<file path="config.mk">
export PLATFORM = sky130hd
export DESIGN_NAME = npsd_axis_cell
export DESIGN_NICKNAME = d
export VERILOG_FILES = /design/src/sv/npsd_pkg.sv /design/src/sv/npsd_axis_cell.sv
export SDC_FILE = /design/constraint.sdc
export NUM_CORES = 1
export LEC_CHECK = 0
export ABC_AREA = 1
export BUFFER_PORTS_ARGS = -buffer_cell sky130_fd_sc_hd__buf_2
export CAP_MARGIN = 20
export CORE_MARGIN = 1.5
export CORE_UTILIZATION = 60
export CTS_CLUSTER_DIAMETER = 50
export DETAILED_ROUTE_END_ITERATION = 16
export PLACE_DENSITY = 0.83
export SYNTH_ARGS = -nofsm -noshare
export SYNTH_HDL_FRONTEND = slang
export SYNTH_SLANG_ARGS = --single-unit
export TNS_END_PERCENT = 30
</file>
<file path="constraint.sdc">
create_clock -name clk -period 15 [get_ports clk]
set_clock_uncertainty 0.1 [all_clocks]
set_input_delay 2.25 -clock clk [delete_from_list [all_inputs] [get_ports clk]]
set_output_delay 2.25 -clock clk [all_outputs]
set_load 0.005 [all_outputs]
</file>
<file path="src/sv/npsd_pkg.sv">
// ----------------------------------------------------------------------------
// npsd_pkg: shared types and constants for the nearest point search
// Holds the result field widths, status and command codes, the controller
// states and the control bundle that moves along the distance cells.
// ----------------------------------------------------------------------------
package npsd_pkg;

  localparam int N_REF_DEF      = 1024;
  localparam int COORD_BITS_DEF = 16;

  localparam int OUT_IDX_W   = 10;
  localparam int OUT_DIST_W  = 34;
  localparam int STATUS_W    = 2;
  localparam int OUT_FIELD_W = OUT_IDX_W + OUT_DIST_W + STATUS_W;
  localparam int OUT_TDATA_W = ((OUT_FIELD_W + 7) / 8) * 8;
  localparam int OUT_PAD_W   = OUT_TDATA_W - OUT_FIELD_W;

  localparam logic [STATUS_W-1:0] STATUS_OK    = 2'd0;
  localparam logic [STATUS_W-1:0] STATUS_FULL  = 2'd1;
  localparam logic [STATUS_W-1:0] STATUS_EMPTY = 2'd2;

  localparam logic CMD_LOAD  = 1'b0;
  localparam logic CMD_QUERY = 1'b1;

  typedef enum logic [1:0] {
    ST_IDLE,
    ST_SCAN,
    ST_WAIT,
    ST_DONE
  } npsd_state_t;

  // Control that travels with each reference point through the cells.
  typedef struct packed {
    logic valid;
    logic last;
  } npsd_ctrl_t;

endpackage

</file>
<file path="src/sv/npsd_axis_cell.sv">
// ----------------------------------------------------------------------------
// npsd_axis_cell: one distance cell of the chain
// Holds one coordinate of the query point, adds the squared difference on its
// axis to the partial distance and hands the point on to the next cell.
// ----------------------------------------------------------------------------
module npsd_axis_cell #(
  parameter int COORD_BITS = npsd_pkg::COORD_BITS_DEF,
  parameter int IDX_W      = 10,
  parameter int AXIS       = 0
) (
  input  logic                        clk,
  input  logic                        rst,
  input  logic                        q_load,
  input  logic [3*COORD_BITS-1:0]     q_point,
  input  npsd_pkg::npsd_ctrl_t        in_ctrl,
  input  logic [IDX_W-1:0]            in_idx,
  input  logic [3*COORD_BITS-1:0]     in_point,
  input  logic [2*COORD_BITS+1:0]     in_sum,
  output npsd_pkg::npsd_ctrl_t        out_ctrl,
  output logic [IDX_W-1:0]            out_idx,
  output logic [3*COORD_BITS-1:0]     out_point,
  output logic [2*COORD_BITS+1:0]     out_sum
);
  import npsd_pkg::*;

  localparam int DIFF_W = COORD_BITS + 1;
  localparam int DIST_W = 2 * COORD_BITS + 2;

  logic signed [COORD_BITS-1:0] q_coord;
  logic signed [COORD_BITS-1:0] ref_coord;
  logic signed [DIFF_W-1:0]     diff;
  logic signed [DIST_W-1:0]     sq;
  npsd_ctrl_t                   ctrl1;
  logic [IDX_W-1:0]             idx1;
  logic [3*COORD_BITS-1:0]      point1;
  logic [DIST_W-1:0]            sum1;

  assign ref_coord = in_point[AXIS*COORD_BITS +: COORD_BITS];
  assign sq        = diff * diff;

  always_ff @(posedge clk) begin
    if (q_load) begin
      q_coord <= q_point[AXIS*COORD_BITS +: COORD_BITS];
    end
  end

  always_ff @(posedge clk) begin
    if (rst) begin
      ctrl1    <= '0;
      out_ctrl <= '0;
    end else begin
      ctrl1    <= in_ctrl;
      out_ctrl <= ctrl1;
    end
  end

  always_ff @(posedge clk) begin
    diff      <= DIFF_W'(ref_coord) - DIFF_W'(q_coord);
    idx1      <= in_idx;
    point1    <= in_point;
    sum1      <= in_sum;
    out_idx   <= idx1;
    out_point <= point1;
    out_sum   <= sum1 + $unsigned(sq);
  end

endmodule

</file>
==> Word level (Yosys, flattened, before mapping) <==
Cells that the tools add are included.
{ "classes": {"n_addsub": 2, "mul": 1} }
{ "ops": {"columns": ["cell", "count"], "rows": [
  ["$add 34x34->34", 1],
  ["$mul 17x17->34", 1],
  ["$sub 16x16->17", 1]
]} }
{ "word_totals": {"regBits": 221, "in_bits": 145, "out_inout_bits": 94, "elab_cells": 15} }

==> Longest topological paths before layout <==
Gate-level depths: netlist of the first run.
{ "depth": {"ltp_word": 2, "depth_mapped": 28, "depth_no_buf": 26} }

==> Worst setup path before layout of the first run <==
OpenSTA, ideal clock, no wires.
{ "synth_timing": {"path_type": "register to register", "start": "reg diff[16]", "end": "reg out_sum[23]", "setup_ps": 120, "t_arrival_ps": 5368, "required_time_ps": 14780, "slack_ps": 9413, "stages_incl_launch_ff": 22, "path_buffers": 1, "period_less_slack_ps": 5587, "path_cell_list": "dfxtp_1 -> clkbuf_1 -> nand2_1 -> inv_1 -> fa_1 -> inv_1 -> fa_1 -> inv_1 -> ha_1 -> inv_1 -> fa_1 -> inv_1 -> fa_1 -> inv_1 -> fa_1 -> inv_1 -> ha_1 -> a21oi_1 -> o21ai_0 -> o21bai_1 -> nand3b_1 -> xor2_1"} }
{ "synth_between": {"elab_chain_len": 2} }
{ "synth_lines": {"columns": ["item", "line", "text"], "rows": [
  ["start: declaration", "npsd_axis_cell.sv:31", "logic signed [DIFF_W-1:0] diff;"],
  ["start signal: assignment", "npsd_axis_cell.sv:58", "diff <= DIFF_W'(ref_coord) - DIFF_W'(q_coord);"],
  ["$mul 17x17->34", "npsd_axis_cell.sv:39", "assign sq = diff * diff;"],
  ["$add 34x34->34", "npsd_axis_cell.sv:64", "out_sum <= sum1 + $unsigned(sq);"],
  ["end signal: assignment", "npsd_axis_cell.sv:64", null],
  ["end: declaration", "npsd_axis_cell.sv:22", "output logic [2*COORD_BITS+1:0] out_sum"]
]} }
Every way passes these cells.
A chain may end at the register's enable or synchronous reset.

==> Worst setup path after layout of the first run <==
{ "layout_timing": {"start": "reg diff[2]", "end": "reg out_sum[33]"} }
Same word-level chain as after synthesis.

==> impl_results.md, run 1 <==
* Crit-path cells: nand2_1 > inv_1 > fa_1 > inv_1 > fa_1 > inv_1 > fa_1 > inv_1 > fa_1 > fa_1 > fa_1 > inv_1 > ha_1 > nand2_1 > nor2_1 > nand2_1 > nor3_1 > nand2_1 > nand2_1 > inv_1 > nand2_1 > nand2_1
* Startpoint Class: flop
* DR vias/cell at 5.02
* Pin count of the biggest net entering global routing at 22
* Core Region at 28900 µm²
* Antenna violations before repair at 0
* TritonRoute pass-1 iters at 7
* Netlist Area Pre-Place at 17700 µm²
* Pre-CTS setup slack at about 8.5 ns
* Fin cells at 2473
* Initial Util at 0.614
* DP Cell Count at 2427
* Sequential fraction of the synthesis area at 0.259
* Tot GR Track Use at 0.276
* Worst hold start: point1[39]
* Die height at ~170 µm
* Remaining global-route overflow at 0
* Ranking of synthesized cells by area: fa_1, dfxtp_1, inv_1, ha_1, nand2_1
* Max-cap violations at 0
* Root buffer cell: clkbuf_16
* Number of cell rows at 62
* Max Fanout on Critical Path at 19
* Endpoints failing hold at 0
* DR DRC count at 0
* Status: finished, final reports clean
* CTS max path bufs at 3
* Worst slew pin tran at between 0.9 and 1 ns
* Reg clk slew, reported paths at 0.06 ns
* Die area at 30500 µm²
* Post-Synthesis Cells at 1868
* CP startpoint: diff[2]
* Most used cell, CP: nand2_1
* Yosys warning count at 0
* Area leader, netlist: fa_1
* Syn_nets at 2458
* CTS resizes at 0
* F_max at roughly 0.15 GHz
* CTS buffer count at 25
* # clock sinks at 221
* Fraction of layout cells with a size suffix above 1 at 0.138
* Min cycle time layout at 6.57 ns
* Required time worst endpoint at roughly 15 ns
* Reg-to-reg startpoint: diff[2]
* Post-route ant nets at 0
* CP bufs+invs at 6
* Post-CTS Setup Bufs at 0
* Max-slew violation count at 0
* TNS Setup at 0 ns
* Area Overhead vs Synth at 12.8%
* Worst path slowest cell: dfxtp_1
* Final net count at 2660
* Largest incremental delay on the critical path at 0.89 ns
* Port bufs at slightly above 200
* RSZ-0062 raised after global routing: false
* Crit path DAT at 6.92 ns
* CTS tree: yes
* I/O pin total at roughly 240
* Worst skew pair latency at between 0.5 and 0.6 ns
* Syn Area/Cell at 9.48 µm²
* CTS H-tree lvls at 1
* CP endpoint kind: flop
* Setup Viol. Count Final at 0
* HPWL Detailed at 31.3 mm
* CP Class: reg -> reg
* Routed vias at 12.4k
* Die X at 175 µm
* Routed wire length at around 39 mm
* Routed len/inst at 15.9 µm
* Hold/Removal Path Class: reg -> reg
* 1st-iter DRT viols at 700
* Rel. slew slack at 0.350
* First-pass GRT wire length at 66.2 mm
* Final worst slack at 8.43 ns
* Family with the most delay on the worst path: adder cells
* Hold_buf cts at 0
* ANT cells at 0
* Synthesized flop and latch total at roughly 220
* Distinct cells, synth at 39
* GPL Wtd Cong at 0.927
* Number of global-route vias before repair at 13.9k
* Fillers at roughly 2.2k
* Tcrit/Tclk final at 0.438
* Share of the synthesized area in the top cell type at 0.353
## worst register-to-register path: cells and delay by family (launching register included)
| kind | cells | cell delay, ns |
|---|---|---|
| fa+ha+maj | 7 | 3.41 |
| buf+inv | 6 | 0.89 |
| flops | 1 | 0.89 |
| simple gates | 9 | 1.18 |
## per-layer routing
layer | global-route usage | vias up | share of wire
li1 | - | 5769 | -
met1 | 0.308 | 6059 | 0.36
met2 | 0.509 | 451 | 0.52
met3 | 0.0468 | 132 | 0.063
met4 | 0.138 | 0 | 0.053
met5 | 0 | - | 0
## through the flow
stage / hold slack [ns] / cell area (µm²) / util
after CTS: 0.225 / 20000 / 0.692
after global placement: 0.210 / 19100 / 0.662
after floorplan: 0.210 / 17700 / -
after detailed placement: 0.212 / 19100 / 0.662
after global routing: 0.225 / 20000 / 0.692
final: 0.224 / 20000 / 0.692
## layout by cell type (no fill, tap or decap), drive strengths merged, types with 3 or more instances in the layout
| cell type | count |
|---|---|
| clkinv | 4 |
| inv | 583 |
| buf | 210 |
| nor3 | 11 |
| o21ai | 31 |
| nand2 | 298 |
| bufinv | 3 |
| nand3 | 36 |
| fa | 312 |
| xnor2 | 16 |
| a21boi | 3 |
| a21o | 4 |
| ha | 133 |
| clkbuf | 33 |
| o21bai | 10 |
| nor2 | 65 |
| nand4 | 10 |
| a21oi | 48 |
| edfxtp | 16 |
| dfxtp | 205 |
| nand3b | 5 |
| or2 | 6 |
| xor2 | 38 |
## sequential cells by signal, indices dropped and copies added (netlist names)
register	cells
ctrl1	2
diff	17
idx1	10
out_ctrl	2
out_idx	10
out_point	48
out_sum	34
point1	48
q_coord	16
sum1	34
## area by class of cell
cell class	count	area (µm²)	share of cell area
Timing Repair Buffer	210	1060	0.0531
Multi-Input combinational cell	1033	10800	0.542
Sequential cell	221	4580	0.230
Clock buffer	33	676	0.0338
Tap cell	384	480	0.0241
Inverter	579	2170	0.109
Clock inverter	13	174	0.00871
## cell families (layout without fill, tap and decap cells)
group / after synthesis / count (layout) / share of synthesized area
AOI/OAI and AO/OA: 102 / 102 / 0.0345
xor gates and xnor gates: 54 / 54 / 0.0267
adders and majority gates: 445 / 445 / 0.447
buffers and inverters: 614 / 835 / 0.130
DFF: 221 / 221 / 0.259
and+or+nand+nor: 432 / 432 / 0.103
## final timing paths
| path | endpoint | slack (ns) | cells past startpoint |
|---|---|---|---|
| max | out_sum[33] | 8.43 | 22 |
| min | out_point[39] | 0.22 | 0 |
| max reg2reg | out_sum[33] | 8.43 | 22 |
| min reg2reg | out_point[39] | 0.22 | 0 |
## cells in the mapped netlist, drive strengths merged
| cell | number |
|---|---|
| a21oi | 48 |
| fa | 312 |
| nand3b | 5 |
| a31o | 2 |
| or2 | 6 |
| inv | 579 |
| nor2 | 65 |
| edfxtp | 16 |
| buf | 4 |
| and3 | 1 |
| xnor2 | 16 |
| nand2 | 298 |
| a21boi | 3 |
| o21ai | 31 |
| ha | 133 |
| nor3 | 11 |
| o21bai | 10 |
| dfxtp | 205 |
| a21o | 4 |
| nand4 | 10 |
| clkbuf | 31 |
| o2111ai | 1 |
| o31ai | 1 |
| xor2 | 38 |
| a31oi | 2 |
| nand3 | 36 |
Power of run 1 is left out: the tool's default activity adds up to more than one toggle a clock period on the data nets, which glitch-free logic cannot reach.
==> run 2, diff against run 1 <==
clock period = 6.7 ns   (was 15 ns; I/O delays follow)
==> run 2 against run 1 <==
Against the previous run: routed wire length up 0.24%; die area unchanged; critical path type unchanged; non-clock buffer count up 20; final cell count up 0.73%; first-iteration DRC count down 2.3%; hold slack better by 0.0024 ns; cell area up 0.51%; register-to-register slack worse by 8.0 ns.
==> impl_results.md, run 2 (same netlist as run 1, synthesis figures left out) <==
* Die area at slightly above 30000 µm²
* Family with the most delay on the worst path: adder cells
* Worst hold start: point1[32]
* 1st-iter DRT viols at 684
* Number of cell rows at 62
* Largest incremental delay on the critical path at 0.84 ns
* Required time worst endpoint at about 7 ns
* CTS max path bufs at 3
* Area Overhead vs Synth at 13.3%
* DR vias/cell at around 5
* Post-CTS Setup Bufs at 0
* RSZ-0062 raised after global routing: false
* Min cycle time layout at around 6.3 ns
* GPL Wtd Cong at between 0.9 and 1
* Die height at around 170 µm
* Tot GR Track Use at 0.275
* TritonRoute pass-1 iters at 5
* # clock sinks at 221
* Tcrit/Tclk final at 0.943
* Hold endpoint: out_point[32]
* Reg2Reg Setup Slack at 0.38 ns
* Die X at 175 µm
* Hold_buf cts at 0
* CTS tree: yes
* Max-cap violations at 0
* Max-slew violation count at 0
* Reg2reg end: out_sum[33]
* TNS Setup at 0 ns
* Crit-path cells: nand2_1 > inv_1 > buf_4 > fa_1 > fa_1 > ha_1 > inv_1 > fa_1 > inv_1 > fa_1 > inv_1 > fa_1 > inv_1 > ha_1 > nand2_1 > nor2_1 > inv_1 > nor3_1 > nand2_1 > nand2_1 > inv_1 > nand2_1 > nand2_1
* Worst skew pair latency at 0.56 ns
* Max Fanout on Critical Path at 21
* Reg clk slew, reported paths at 0.06 ns
* HPWL Detailed at 32.6 mm
* Crit path DAT at 6.67 ns
* Port bufs at between 200 and 250
* Hold/Removal Path Class: reg -> reg
* Status: finished, final reports clean
* Worst path slowest cell: dfxtp_1
* DR DRC count at 0
* Hold Path Cell Cnt at 0
* CP endpoint kind: flop
* Initial Util at 0.614
* Worst slew pin tran at 0.895 ns
* I/O pin total at about 240
* CP Class: reg -> reg
* First-pass GRT wire length at about 66 mm
* Routed len/inst at 15.8 µm
* Rel. slew slack at 0.402
* Number of global-route vias before repair at about 14k
* Most used cell, CP: inv_1
* FF-to-FF path depth at 23
* Remaining global-route overflow at 0
* Root buffer cell: clkbuf_16
* Post-route ant nets at 0
* Routed wire length at 39.4 mm
* Routed vias at 12.6k
* ANT cells at 0
* CTS H-tree lvls at 1
* CP bufs+invs at 8
* Antenna violations before repair at 0
* CTS resizes at 0
* CTS buffer count at 24
* Commonest non-fill, non-tap cells in the layout: inv_1, fa_1, nand2_1
* Reg-to-reg startpoint: diff[16]
* Commonest non-fill, non-tap cell in the layout: inv_1
* Setup Viol. Count Final at 0
* Endpoints failing hold at 0
* Regs by FF count: out_point (48), point1 (48)
* Fraction of layout cells with a size suffix above 1 at 0.148
* Pin count of the biggest net entering global routing at 22
* Final net count at 2679
* Startpoint Class: flop
* Core Region at 28900 µm²
* F_max at 0.158 GHz
==> run 2: area by class of cell <==
type	count	area, µm²
multi-input combinational	1033	10800
fill	2180	8790
sequential	221	4580
inverter	579	2170
timing repair buffer	230	1210
clock buffer	30	663
tap	384	480
clock inverter	14	138
==> run 2: per-layer routing <==
metal / up-vias / track usage / wire length, µm
met3: 129 / 0.0483 / 2540
met1: 6134 / 0.296 / 13800
li1: 5808 / - / -
met4: 0 / 0.146 / 2240
met5: - / 0 / 0
met2: 480 / 0.512 / 20800
==> run 2: worst max-delay path by stage <==
stage             start     endpoint  depth (start not counted)
2_1_floorplan  diff[16]  out_sum[23]                         21
6_report       diff[16]  out_sum[33]                         23
4_1_cts        diff[16]  out_sum[33]                         22
5_1_grt        diff[16]  out_sum[33]                         24
3_3_place_gp   diff[16]  out_sum[33]                         23
3_5_place_dp   diff[16]  out_sum[33]                         22
==> run 2: metrics by stage <==
stage	area [µm²]	setup slack [ns]	hold slack (ns)	std cells	util
after global routing	20100	0.0674	0.231	2491	0.695
after CTS	20100	0.462	0.225	2491	0.695
final	20100	0.383	0.226	2491	0.695
after floorplan	17700	1.11	0.210	1868	-
after detailed placement	19300	0.502	0.212	2447	0.668
after global placement	19300	0.594	0.210	2447	0.668
Power of run 2 is left out for the same reason.
