### src/sv/npsd_pkg.sv
// ----------------------------------------------------------------------------
// npsd_pkg: shared types and constants for the nearest point search
// Holds the result field widths, status and command codes, the controller
// states and the control bundle that moves along the distance cells.
// ----------------------------------------------------------------------------
package npsd_pkg;

  localparam int N_REF_DEF      = 1024;
  localparam int COORD_BITS_DEF = 16;

  localparam int OUT_IDX_W   = 10;
  localparam int OUT_DIST_W  = 34;
  localparam int STATUS_W    = 2;
  localparam int OUT_FIELD_W = OUT_IDX_W + OUT_DIST_W + STATUS_W;
  localparam int OUT_TDATA_W = ((OUT_FIELD_W + 7) / 8) * 8;
  localparam int OUT_PAD_W   = OUT_TDATA_W - OUT_FIELD_W;

  localparam logic [STATUS_W-1:0] STATUS_OK    = 2'd0;
  localparam logic [STATUS_W-1:0] STATUS_FULL  = 2'd1;
  localparam logic [STATUS_W-1:0] STATUS_EMPTY = 2'd2;

  localparam logic CMD_LOAD  = 1'b0;
  localparam logic CMD_QUERY = 1'b1;

  typedef enum logic [1:0] {
    ST_IDLE,
    ST_SCAN,
    ST_WAIT,
    ST_DONE
  } npsd_state_t;

  // Control that travels with each reference point through the cells.
  typedef struct packed {
    logic valid;
    logic last;
  } npsd_ctrl_t;

endpackage

### src/sv/npsd_min_track.sv
// ----------------------------------------------------------------------------
// npsd_min_track: running minimum at the end of the cell chain
// Keeps the closest point seen so far in a scan and reports it after the
// last point of the scan has passed.
// ----------------------------------------------------------------------------
module npsd_min_track #(
  parameter int COORD_BITS = npsd_pkg::COORD_BITS_DEF,
  parameter int IDX_W      = 10
) (
  input  logic                        clk,
  input  logic                        rst,
  input  npsd_pkg::npsd_ctrl_t        in_ctrl,
  input  logic [IDX_W-1:0]            in_idx,
  input  logic [2*COORD_BITS+1:0]     in_sum,
  output logic                        res_valid,
  output logic [IDX_W-1:0]            res_idx,
  output logic [2*COORD_BITS+1:0]     res_dist
);
  import npsd_pkg::*;

  localparam int DIST_W = 2 * COORD_BITS + 2;

  logic [IDX_W-1:0]  best_idx;
  logic [DIST_W-1:0] best_dist;
  logic              take;

  // The first point of a scan always replaces the old minimum; a later one
  // only on a strictly smaller distance, so the lowest index wins a tie.
  assign take = (in_idx == '0) || (in_sum < best_dist);

  always_ff @(posedge clk) begin
    if (rst) begin
      res_valid <= 1'b0;
    end else begin
      res_valid <= in_ctrl.valid && in_ctrl.last;
    end
  end

  always_ff @(posedge clk) begin
    if (in_ctrl.valid && take) begin
      best_idx  <= in_idx;
      best_dist <= in_sum;
    end
    res_idx  <= take ? in_idx : best_idx;
    res_dist <= take ? in_sum : best_dist;
  end

endmodule

### config.mk
export PLATFORM = sky130hd
export DESIGN_NAME = npsd_min_track
export DESIGN_NICKNAME = d
export VERILOG_FILES = /design/src/sv/npsd_pkg.sv /design/src/sv/npsd_min_track.sv
export SDC_FILE = /design/constraint.sdc
export NUM_CORES = 1
export LEC_CHECK = 0
export ABC_AREA = 0
export BUFFER_PORTS_ARGS = -buffer_cell sky130_fd_sc_hd__buf_2
export CAP_MARGIN = 20
export CORE_MARGIN = 1.5
export CORE_UTILIZATION = 54
export DETAILED_ROUTE_END_ITERATION = 8
export MAX_ROUTING_LAYER = met4
export PLACE_DENSITY = 0.8
export SYNTH_ARGS = -nofsm -noshare
export SYNTH_HDL_FRONTEND = slang
export SYNTH_SLANG_ARGS = --single-unit
### constraint.sdc
create_clock -name clk -period 4 [get_ports clk]
set_input_delay 0.2 -clock clk [delete_from_list [all_inputs] [get_ports clk]]
set_output_delay 0.2 -clock clk [all_outputs]
set_load 0.005 [all_outputs]
; After elaboration in Yosys (flattened, before gate mapping)
; Cells that the tools add are included.
[totals]
out_inout_bits = 45
wordCells = 12
register_bits = 89
in_bits = 48
[classes]
n_reduce_logical = 4
mux = 2
n_lt_le_gt_ge = 1
[ops]
columns = cell, n
row1 = $lt A34 B34 Y1, 1
row2 = $mux W34, 1
row3 = $logic_not A10 Y1, 1
row4 = $mux W10, 1
row5 = $logic_and A1 B1 Y1, 2
row6 = $logic_or A1 B1 Y1, 1

; Logic depth before layout (Yosys ltp)
; Gate-level depths: netlist (run 1).
[logic_depth]
word_depth = 3
ltp_mapped = 9
mapped_depth_nobuf = 8

; Least setup slack after synthesis (run 1)
; No wires, ideal clock.
[synth_path]
path_type = reg-to-reg
from = register best_dist[19]
to = register best_dist[0], enable pin
setup_time_ns = 0.406
path_stages_with_launch = 10
arrival_ns = 3.194
synth_period_minus_slack_ns = 3.600
required_time_ns = 3.594
path_slack_ns = 0.400
n_path_buf = 1
cell_sequence = edfxtp_1 -> inv_1 -> ha_1 -> a21oi_1 -> o21ai_0 -> a221oi_1 -> nand2_1 -> a211oi_2 -> buf_6 -> and2_1
[synth_between]
elab_chain_len = 3
[synth_rtl]
columns = element, line
row1 = from (decl), npsd_min_track.sv:24  ; logic [DIST_W-1:0] best_dist;
row2 = from (signal assigned), npsd_min_track.sv:42  ; best_dist <= in_sum;
row3 = $lt A34 B34 Y1, npsd_min_track.sv:29  ; assign take = (in_idx == '0) || (in_sum < best_dist);
row4 = $logic_or A1 B1 Y1, npsd_min_track.sv:29
row5 = $logic_and A1 B1 Y1, npsd_min_track.sv:40  ; if (in_ctrl.valid && take) begin
; No other way between the ends.
; A chain may end at the register's enable or synchronous reset.

; Worst setup path in the final report (run 1)
[layout_path]
from = register best_dist[29]
to = register best_dist[10], enable pin
; Same word-level chain as after synthesis.

==> results of run 1 <==
## metal layers
metal | wire, um | global-route usage (%)
met4 | 167 | 10.8
met3 | 511 | 4.06
met2 | 3750 | 33.6
met1 | 3480 | 28.1
met5 | 0 | -
## worst max-delay path, cell delays in order, from the launching register on
cell and delay (ps):
edfxtp_1 370, inv_1 50, ha_1 320, nand4_1 160, or4_4 680, or4b_1 530
a21oi_2 170, a211oi_4 50, and2_2 550
## state kept, by name, indices dropped and copies added, names as in the netlist
| signal | cells |
|---|---|
| res_dist | 34 |
| res_valid | 1 |
| best_dist | 34 |
| best_idx | 10 |
| res_idx | 10 |
## through the flow
| step | setup WS (ps) | area (um2) | power, uW |
|---|---|---|---|
| 2_1_floorplan | 400 | 4000 | 1360 |
| 3_3_place_gp | 801 | 4550 | 1490 |
| 5_1_grt | 468 | 4770 | 2240 |
| 6_report | 703 | 4770 | 2130 |
| 4_1_cts | 677 | 4770 | 2140 |
| 3_5_place_dp | 695 | 4550 | 1510 |
## where the power goes
group | leakage [uW] | internal (uW) | switching [uW]
Clock | 0.000107 | 338 | 301
Sequential | 0.000796 | 1060 | 29.2
Combinational | 0.00130 | 199 | 200
Total | 0.00220 | 1600 | 530
## cells in the mapped netlist (5+ instances only)
master | instances | area, um2
mux2_2 | 5 | 56.3
dfxtp_1 | 45 | 901
inv_1 | 34 | 128
nand4_1 | 16 | 100
clkbuf_1 | 10 | 37.5
ha_1 | 33 | 413
a21oi_1 | 25 | 125
o311ai_0 | 10 | 87.6
o21ai_0 | 6 | 30.0
mux2_4 | 29 | 435
edfxtp_1 | 44 | 1320
a31oi_1 | 10 | 62.6
nand2_1 | 21 | 78.8
## layout by cell type, fill, tap and decap left out, drive strengths merged, types with 2 or more instances in the layout
| cell type | n |
|---|---|
| a221oi | 2 |
| o21ai | 6 |
| and2 | 3 |
| ha | 33 |
| nand3 | 3 |
| clkbuf | 13 |
| buf | 96 |
| nand2 | 21 |
| nor3 | 2 |
| a31oi | 10 |
| o311ai | 10 |
| edfxtp | 44 |
| dfxtp | 45 |
| a21oi | 26 |
| nand2b | 2 |
| inv | 34 |
| mux2 | 34 |
| nor4 | 2 |
| nor2 | 3 |
| nand4 | 17 |
| clkinv | 2 |
## how the worst max path moves through the flow
| stage | endpoint | slack (ps) | cells after the start |
|---|---|---|---|
| floorplan | best_dist[0] | 400 | 9 |
| global placement | best_dist[8] | 800 | 8 |
| detailed placement | best_dist[7] | 700 | 8 |
| CTS | best_dist[14] | 680 | 9 |
| global route | best_dist[0] | 470 | 9 |
| finish | best_dist[10] | 700 | 8 |
## area by class of cell
| class | count | area [um2] | share of cell area, % |
|---|---|---|---|
| sequential | 89 | 2220 | 46.6 |
| multi-input combinational | 182 | 1590 | 33.3 |
| timing repair buffer | 97 | 500 | 10.5 |
| clock buffer | 13 | 169 | 3.54 |
| inverter | 34 | 128 | 2.67 |
| tap | 99 | 124 | 2.60 |
| clock inverter | 3 | 38.8 | 0.813 |
## logic make-up after synthesis
family | Yosys count | share of synthesized area (%)
fa+ha+maj | 33 | 10.3
simple gates | 57 | 7.72
mux | 34 | 12.3
flops | 89 | 55.5
buf+inv | 47 | 4.97
compound gates | 58 | 9.19
==> results by group, run 1 <==
Outcome
  • Outcome: finished clean

Finish
  • Net count, final: 494
  • Share of cells above drive strength 1: 35.6%
  • Layout Cells excl Fill: 517
  • ANT cells: 0
  • Filler cells: 576
  • Area grow syn2layout: 19.2%
  • Final core utilization: 66.1%

Yosys
  • Post-synth top flop: dfxtp_1
  • Cells after synthesis: 318
  • Sequential share of the synthesized area: 55.5%
  • Syn Area/Cell: 12.6 um2
  • Synthesized cell area: 0.00400 mm2
  • Ys async rst share: 0%
  • Post-synth EDFFs: 44
  • Netlist cell types: 31
  • Synthesized Nets: 399
  • Yosys synthesis warning count: 0
  • Register bit total from synthesis: 89

Clock tree
  • Num CTS Buffers: 9
  • Htree depth: 3
  • Clock transition at the registers of the reported paths: 90 ps
  • Clock Root Buffer: clkbuf_8
  • Setup bufs post-CTS: 0
  • Bufs on Longest Clock Path: 2
  • Clock latency on the worst-skew pair: 350 ps
  • Post-CTS Hold Fix Bufs: 1
  • Post-CTS Resized: 0
  • Clk sinks: 89
  • CTS tree: built

Critical path
  • Crit-path max FO: 44
  • Setup slack, reg-to-reg: 700 ps
  • R2R cell count: 8
  • R2R Path End: best_dist[10]
  • Crit path from: best_dist[29]
  • Worst setup SP type: flop
  • Arr. time, crit path: 3260 ps
  • Worst Setup End Kind: flop
  • Critical Path RT: 3960 ps
  • WS Path Type: flop to flop
  • R2R Path Start: best_dist[29]

Placed design
  • IO buf count: 92
  • Placed cell count: 500
  • Dpl hpwl: 5.53 mm
  • RePlAce Congestion: 0.803

Timing
  • Max-slew violation count: 0
  • Number of setup violations in the final report: 0
  • Maximum clock frequency: 303 MHz
  • Worst-Margin Slew: 1040 ps
  • Final Hold Vio Count: 0
  • RSZ-0062 raised after global routing: no
  • Final Critical Period: 3300 ps
  • Setup TNS: 0 ps
  • Crit share post-route: 82.4%
  • Final setup skew: 9.03 ps
  • Worst slew margin: 30.9%
  • Hold Slack: 51.2 ps

Floorplanning
  • Io pins: 93
  • Die Height: 89.1 um
  • # rows: 31
  • CORE AREA: 0.00721 mm2
  • Die ar.: 0.00794 mm2
  • Initial Utilization: 55.5%
  • Die Wd: 89.1 um

Routing
  • Final ANT Viol Nets: 0
  • Drt wl/cell: 15.3 um
  • Via count: 2860
  • Drt first pass iters: 4
  • Post-route DRC: 0
  • Total wire length: 7.91 mm
  • Via density: 5.53
  • Initial DRC count: 161

Hold path
  • Min-Delay Startpoint: in_sum[0]
  • Hold EP: best_dist[0]
  • Hold Crit Class: input pin to flop
  • Hold Path Depth: 1

Power
  • Power Density: 446 mW/mm2
  • Leakage: 0.00220 uW
  • Peak supply drop: 261 uV

GRT
  • Vias in the first global route: 2752
  • First-pass GRT wire length: 12.6 mm
  • Initial antenna violation count: 0
  • GRT Resource Usage Total: 21.9%
  • Pin count of the biggest net entering global routing: 45
  • Overflow after GRT: 0

Job
  • Max-cap violations: 0
(Power assumes the default switching activity.)
==> run 2: changes to the inputs <==
ABC_AREA = 1   (was 0)
CORE_UTILIZATION = 48   (was 54)
PLACE_DENSITY = 0.76   (was 0.8)
clock period = 2.6 ns   (was 4 ns; I/O delays follow)
==> run 2 against run 1 <==
  * Clock skew hardly changed
  * Synthesized cell count is 25% higher
  * Highest routed layer unchanged
  * Largest cell class unchanged
  * Sequential share of layout area fell by 1.9 points
  * Cell count grew 24%
  * First-iteration DRC count down 47%
  * Register-to-register slack worse by 420 ps
  * Via count up 9.9%
  * Non-clock buffer count increased by 38
  * Total power rose by 50%
  * Count of clock-buffer cells in the layout decreased by 3
==> results by group, run 2 <==
Outcome
  • Outcome: finished clean

Timing
  • Final setup skew: 8.66 ps (-0.368 ps)
  • Crit share post-route: 91.2%
  • Final Critical Period: 2370 ps
  • Maximum clock frequency: 422 MHz
  • Setup TNS: 0 ps (unchanged)
  • Final Hold Vio Count: 0 (unchanged)
  • Number of setup violations in the final report: 0 (unchanged)
  • Max-slew violation count: 0 (unchanged)
  • Worst-Margin Slew: 567 ps (-470 ps)
  • Worst slew margin: 62.2% (+31 points)
  • RSZ-0062 raised after global routing: no

Yosys
  • Synthesized cell area: 0.00384 mm2 (-4.1%)
  • Synth cell count leaders: nand2_1 (127), nand3_1 (49), dfxtp_1 (45), inv_1 (45), edfxtp_1 (44)
  • Top post-synthesis cells by area: edfxtp_1 (34%), dfxtp_1 (23%), nand2_1 (12%), ha_1 (11%), nand3_1 (6.4%)
  • Ys async rst share: 0% (unchanged)
  • Top-area cell type share of the netlist area: 34.4% (+1.4 points)
  • Sequential share of the synthesized area: 57.9% (+2.4 points)
  • Post-synth EDFFs: 44 (unchanged)
  • Cells after synthesis: 397 (+25%)
  • Yosys synthesis warning count: 0 (unchanged)
  • Syn Area/Cell: 9.67 um2 (-23%)
  • Post-synth top flop: dfxtp_1
  • Synthesized Nets: 478 (+20%)
  • Register bit total from synthesis: 89 (unchanged)
  • Dominant cell type by area after synthesis: edfxtp_1
  • Cell with the most instances after synthesis: nand2_1
  • Netlist cell types: 20 (-35%)

Finish
  • Share of cells above drive strength 1: 22.0% (-14 points)
  • Biggest regs: best_dist x34, res_dist x34
  • Area grow syn2layout: 29.7%
  • Net count, final: 613 (+24%)
  • Design Area, Final: 0.00498 mm2 (+4.3%)
  • ANT cells: 0 (unchanged)
  • Most common cell after layout, fill and taps aside: nand2_1
  • Most frequent cells in the layout: nand2_1 (127), buf_2 (92), nand3_1 (48), inv_1 (45), dfxtp_1 (45)
  • Layout Cells excl Fill: 639 (+24%)

GRT
  • First-pass GRT wire length: 13.4 mm (+6.3%)
  • Initial antenna violation count: 0 (unchanged)
  • Overflow after GRT: 0 (unchanged)
  • Pin count of the biggest net entering global routing: 46 (+2.2%)
  • GRT Resource Usage Total: 20.8% (-1.2 points)
  • Vias in the first global route: 2986 (+8.5%)

Hold path
  • Min-Delay Startpoint: in_sum[10]
  • Hold EP: best_dist[10]
  • Hold Crit Class: input pin to flop
  • Hold Path Depth: 1 (unchanged)

Placed design
  • Post-DP Area: 0.00439 mm2 (-3.6%)
  • Dpl hpwl: 5.47 mm (-1.2%)
  • IO buf count: 92 (unchanged)
  • Placed cell count: 584 (+17%)
  • RePlAce Congestion: 0.758 (-5.6%)

Routing
  • Drt first pass iters: 4 (unchanged)
  • Post-route DRC: 0 (unchanged)
  • Initial DRC count: 86 (-47%)
  • Total wire length: 8.36 mm (+5.7%)
  • Final ANT Viol Nets: 0 (unchanged)
  • Via density: 4.92 (-11%)
  • Drt wl/cell: 13.1 um (-14%)
  • Via count: 3142 (+9.9%)

Clock tree
  • CTS tree: built
  • Num CTS Buffers: 9 (unchanged)
  • Bufs on Longest Clock Path: 2 (unchanged)
  • Htree depth: 3 (unchanged)
  • Clock Root Buffer: clkbuf_8
  • Clk sinks: 89 (unchanged)
  • Clock transition at the registers of the reported paths: 80 ps (about the same)
  • Clock latency on the worst-skew pair: 350 ps (about the same)

Floorplanning
  • Io pins: 93 (unchanged)
  • Die ar.: 0.00855 mm2 (+7.6%)
  • Die Height: 92.4 um (+3.8%)
  • Die Wd: 92.4 um (+3.8%)
  • CORE AREA: 0.00773 mm2 (+7.1%)
  • # rows: 32 (+3.2%)
  • Initial Utilization: 49.7% (-5.8 points)

Critical path
  • R2R cell count: 12 (+4)
  • Worst setup SP type: input pin
  • Crit-path max FO: 25 (-43%)
  • R2R Path Start: best_dist[16]
  • WS Path Type: input pin to flop
  • Critical Path RT: 2840 ps (-1120 ps)
  • Crit path from: in_sum[9]
  • Setup slack, reg-to-reg: 280 ps (-420 ps)
  • R2R Path End: res_idx[7]
  • Arr. time, crit path: 2610 ps (-650 ps)
  • Worst Setup End Kind: flop

Power
  • Switching power: 851 uW (+60%)
  • Leakage: 0.00250 uW (+14%)
  • P_int: 2350 uW (+47%)
  • Switching share of total power: 26.6% (+1.7 points)
  • Comb pwr share: 18.8% (about the same)
  • Clock share of power: 28.2% (-1.8 points)
  • Sequential fraction of design power: 53.0% (+1.7 points)
  • Peak supply drop: 276 uV (+5.6%)
  • Power Density: 642 mW/mm2 (+44%)

Job
  • Max-cap violations: 0 (unchanged)
-- run 2: cell types whose count changed in the layout (fill, tap and decap cells not counted), sizes merged, moves of 13 or more --
cell	before	now
nand2	21	130
a21oi	26	12
nand3	3	49
mux2	34	0
dlygate4sd3	1	38
nand4	17	4
-- run 2: repair_timing --
| item | CTS | global route |
|---|---|---|
| hold buffers | 38 | 0 |
| setup endpoints to repair | 0 | 44 |
| hold endpoints to repair | 49 | 0 |
| buffers inserted | 0 | 0 |
| gates resized for setup | 0 | 1 |
-- run 2: logic make-up after synthesis --
kind of cell    Yosys count  share of synthesized area [%]
simple gates            200                           22.1
flops                    89                           57.9
buf+inv                  57                           6.74
fa+ha+maj                33                           10.8
compound gates           18                           2.54
-- run 2: layout make-up --
type | count | area [um2]
clock buffers | 10 | 128
repair buffers | 135 | 878
fillers | 615 | 2750
well taps | 102 | 128
clock inverters | 6 | 58.8
flip-flops and latches | 89 | 2220
inverters | 45 | 169
multi-input cells | 252 | 1400
-- run 2: metal layers --
layer	track usage (%)	up-vias	share of wire, %
met5	-	-	0
met4	9.10	0	2.2
met3	3.53	19	5.0
met2	33.8	108	47
met1	25.4	1444	46
li1	-	1571	-
-- run 2: how the worst max path moves through the flow --
stage,cells after the start,slack (ps),to
6_report,14,230,res_idx[7]
5_1_grt,13,20,res_idx[7]
4_1_cts,13,110,res_idx[7]
3_5_place_dp,12,180,res_dist[25]
3_3_place_gp,12,220,res_dist[0]
2_1_floorplan,10,90,best_dist[0]
-- run 2: per-stage QoR --
stage | worst slack [ps] | utilization (%) | hold WS [ps] | total power [uW]
finish | 228 | 64.4 | 10.3 | 3200
global route | 19.8 | 64.4 | 2.86 | 3380
CTS | 105 | 64.2 | 1.07 | 3220
detailed placement | 175 | 56.8 | 310 | 2270
global placement | 223 | 56.8 | 313 | 2260
floorplan | 89.0 | - | 202 | 2050
-- run 2: power groups by stage --
stage | sequential, uW | clock (uW) | combinational (uW)
2_1_floorplan | 1740 | 0 | 308
4_1_cts | 1700 | 926 | 594
6_report | 1700 | 901 | 601
5_1_grt | 1710 | 985 | 686
3_3_place_gp | 1720 | 0 | 534
3_5_place_dp | 1730 | 0 | 546
-- run 2: worst max-delay path, stage by stage --
cell	delay [ps]
dlygate4sd3_1	530
buf_2	150
ha_1	300
nand2_1	70
nor2_1	150
and2_0	150
nand3_1	90
nor2_1	130
nor2_2	70
nand2_4	70
buf_4	310
nand2_4	250
nand2_1	140
nand2_1	60
==> run 3: changes to the inputs <==
CELL_PAD_IN_SITES_DETAIL_PLACEMENT = 0   (was default)
CELL_PAD_IN_SITES_GLOBAL_PLACEMENT = 1   (was default)
CORE_UTILIZATION = 36   (was 48)
PLACE_DENSITY = default   (was 0.76)
PLACE_DENSITY_LB_ADDON = 0.1   (was default)
==> run 3 against run 2 <==
  * Critical path type unchanged
  * Register-to-register slack better by 50 ps
  * Highest routed layer unchanged
  * Via count is 4.3% lower
  * Worst hold slack better by 46 ps
  * Count of clock-buffer cells in the layout is 1 lower
  * Clock skew is 0.94 ps lower
  * First-iteration DRC count is 23% higher
  * Sequential cell count stayed put
==> results by group, run 3 (same netlist as run 2, synthesis figures left out) <==
Clock tree
  • Post-CTS Hold Fix Bufs: 45 (+18%)
  • Clock latency on the worst-skew pair: 360 ps (about the same)
  • CTS tree: built
  • Clock Root Buffer: clkbuf_8
  • Setup bufs post-CTS: 0 (unchanged)
  • Clock transition at the registers of the reported paths: 90 ps (about the same)
  • Num CTS Buffers: 9 (unchanged)
  • Post-CTS Resized: 0 (unchanged)
  • Bufs on Longest Clock Path: 2 (unchanged)
  • Htree depth: 3 (unchanged)
  • Clk sinks: 89 (unchanged)

Power
  • Leakage: 0.00251 uW (+0.56%)
  • Peak supply drop: 220 uV (-20%)
  • Power Density: 636 mW/mm2 (-0.97%)

GRT
  • Pin count of the biggest net entering global routing: 45 (-2.2%)
  • First-pass GRT wire length: 13.8 mm (+2.4%)
  • Vias in the first global route: 2832 (-5.2%)
  • GRT Resource Usage Total: 16.2% (-4.6 points)
  • Initial antenna violation count: 0 (unchanged)
  • Overflow after GRT: 0 (unchanged)

Floorplanning
  • # rows: 37 (+16%)
  • Die ar.: 0.0113 mm2 (+32%)
  • Initial Utilization: 37.2% (-12 points)
  • Die Height: 106 um (+15%)
  • Die Wd: 106 um (+15%)
  • CORE AREA: 0.0103 mm2 (+34%)
  • Io pins: 93 (unchanged)

Timing
  • Worst slew margin: 65.4% (+3.2 points)
  • Max-slew violation count: 0 (unchanged)
  • Worst-Margin Slew: 520 ps (-47.6 ps)
  • Final Critical Period: 2340 ps (-33.3 ps)
  • Number of setup violations in the final report: 0 (unchanged)
  • Crit share post-route: 89.9% (-1.3 points)
  • RSZ-0062 raised after global routing: no
  • Setup TNS: 0 ps (unchanged)
  • Final setup skew: 7.72 ps (-0.938 ps)
  • Final Hold Vio Count: 0 (unchanged)
  • Maximum clock frequency: 428 MHz (+1.4%)

Finish
  • ANT cells: 0 (unchanged)
  • Net count, final: 619 (+0.98%)
  • Most frequent cells in the layout: nand2_1 (127), buf_2 (92), nand3_1 (48)
  • Share of cells above drive strength 1: 21.7% (-0.24 points)
  • Biggest regs: best_dist x34, res_dist x34
  • Area grow syn2layout: 32.3%
  • Final core utilization: 49.2% (-15 points)
  • Most common cell after layout, fill and taps aside: nand2_1

Critical path
  • Slowest stage delay, CP: 550 ps (+20 ps)
  • Worst setup SP type: input pin
  • Critical Path RT: 2630 ps (-210 ps)
  • WS Path Type: input pin to flop
  • Arr. time, crit path: 2370 ps (-240 ps)
  • Setup slack, reg-to-reg: 330 ps (+50 ps)
  • Crit path max-delay cell type: dlygate4sd3_1
  • Worst Setup End Kind: flop
  • R2R cell count: 11 (-1)
  • Worst path cell trace: dlygate4sd3_1 -> buf_2 -> ha_1 -> a21oi_1 -> o21ai_0 -> nor2_1 -> nand2_1 -> nor2_2 -> nand2_4 -> a21boi_4 -> buf_4
  • Crit-path max FO: 24 (-4.0%)

Routing
  • Drt first pass iters: 4 (unchanged)
  • Via count: 3007 (-4.3%)
  • Drt wl/cell: 12.5 um (-4.1%)
  • Via density: 4.43 (-9.9%)
  • Total wire length: 8.52 mm (+1.9%)
  • Final ANT Viol Nets: 0 (unchanged)
  • Post-route DRC: 0 (unchanged)
  • Initial DRC count: 106 (+23%)

Placed design
  • IO buf count: 92 (unchanged)
  • Dpl hpwl: 5.66 mm (+3.5%)
  • RePlAce Congestion: 0.767 (+1.2%)

Outcome
  • Outcome: finished clean

Job
  • Max-cap violations: 0 (unchanged)

Hold path
  • Hold Crit Class: input pin to flop
  • Hold Path Depth: 3 (+2)
[run 3: cell count changes in the layout (fill, tap and decap cells not counted)]
| cell | previous run | this run |
|---|---|---|
| dlygate4sd3_1 | 38 | 45 |
| clkinvlp_4 | 0 | 3 |
| clkinv_2 | 4 | 2 |
| clkbuf_1 | 1 | 0 |
| nand2_8 | 1 | 0 |
[run 3: layer usage]
layer	global-route usage [%]	vias up	share of wire [%]
met5	-	-	0
met4	6.95	0	1.3
met3	2.58	8	4.9
met2	24.3	78	45
met1	21.6	1343	49
li1	-	1578	-
[run 3: metrics by stage]
| stage | total power [uW] | cells | cell area, um2 | setup slack [ps] | hold slack, ps |
|---|---|---|---|---|---|
| after global routing | 3420 | 679 | 5080 | 64.5 | 68.9 |
| after CTS | 3300 | 679 | 5080 | 262 | 41.3 |
| after detailed placement | 2280 | 618 | 4430 | 295 | 297 |
| after global placement | 2280 | 618 | 4430 | 325 | 291 |
| after floorplan | 2050 | 397 | 3850 | 89.0 | 202 |
| final | 3230 | 679 | 5080 | 261 | 56.3 |
[run 3: cell type report]
| type | count | area (um2) |
|---|---|---|
| fillers | 992 | 5240 |
| repair buffers | 142 | 948 |
| clock inverters | 7 | 71.3 |
| inverters | 45 | 169 |
| well taps | 136 | 170 |
| clock buffers | 9 | 124 |
| multi-input cells | 251 | 1380 |
| flip-flops and latches | 89 | 2220 |
[run 3: worst paths after layout]
| check | from | endpoint |
|---|---|---|
| worst max-delay path | in_sum[33] | best_dist[6] |
| worst min-delay path | in_ctrl[0] | res_valid |
| worst max register to register | best_dist[9] | best_dist[6] |
| worst min register to register | best_idx[0] | res_idx[0] |
[run 3: power by group]
group          leakage (uW)  switching (uW)  internal (uW)
Sequential         0.000795            47.9           1650
Combinational       0.00163             329            267
Clock             0.0000912             501            442
Total               0.00251             878           2350
[run 3: critical path: cells and delay by family]
family,cells,cell delay (ps)
buf+inv,3,1030
simple gates,4,460
compound gates,3,420
fa+ha+maj,1,320
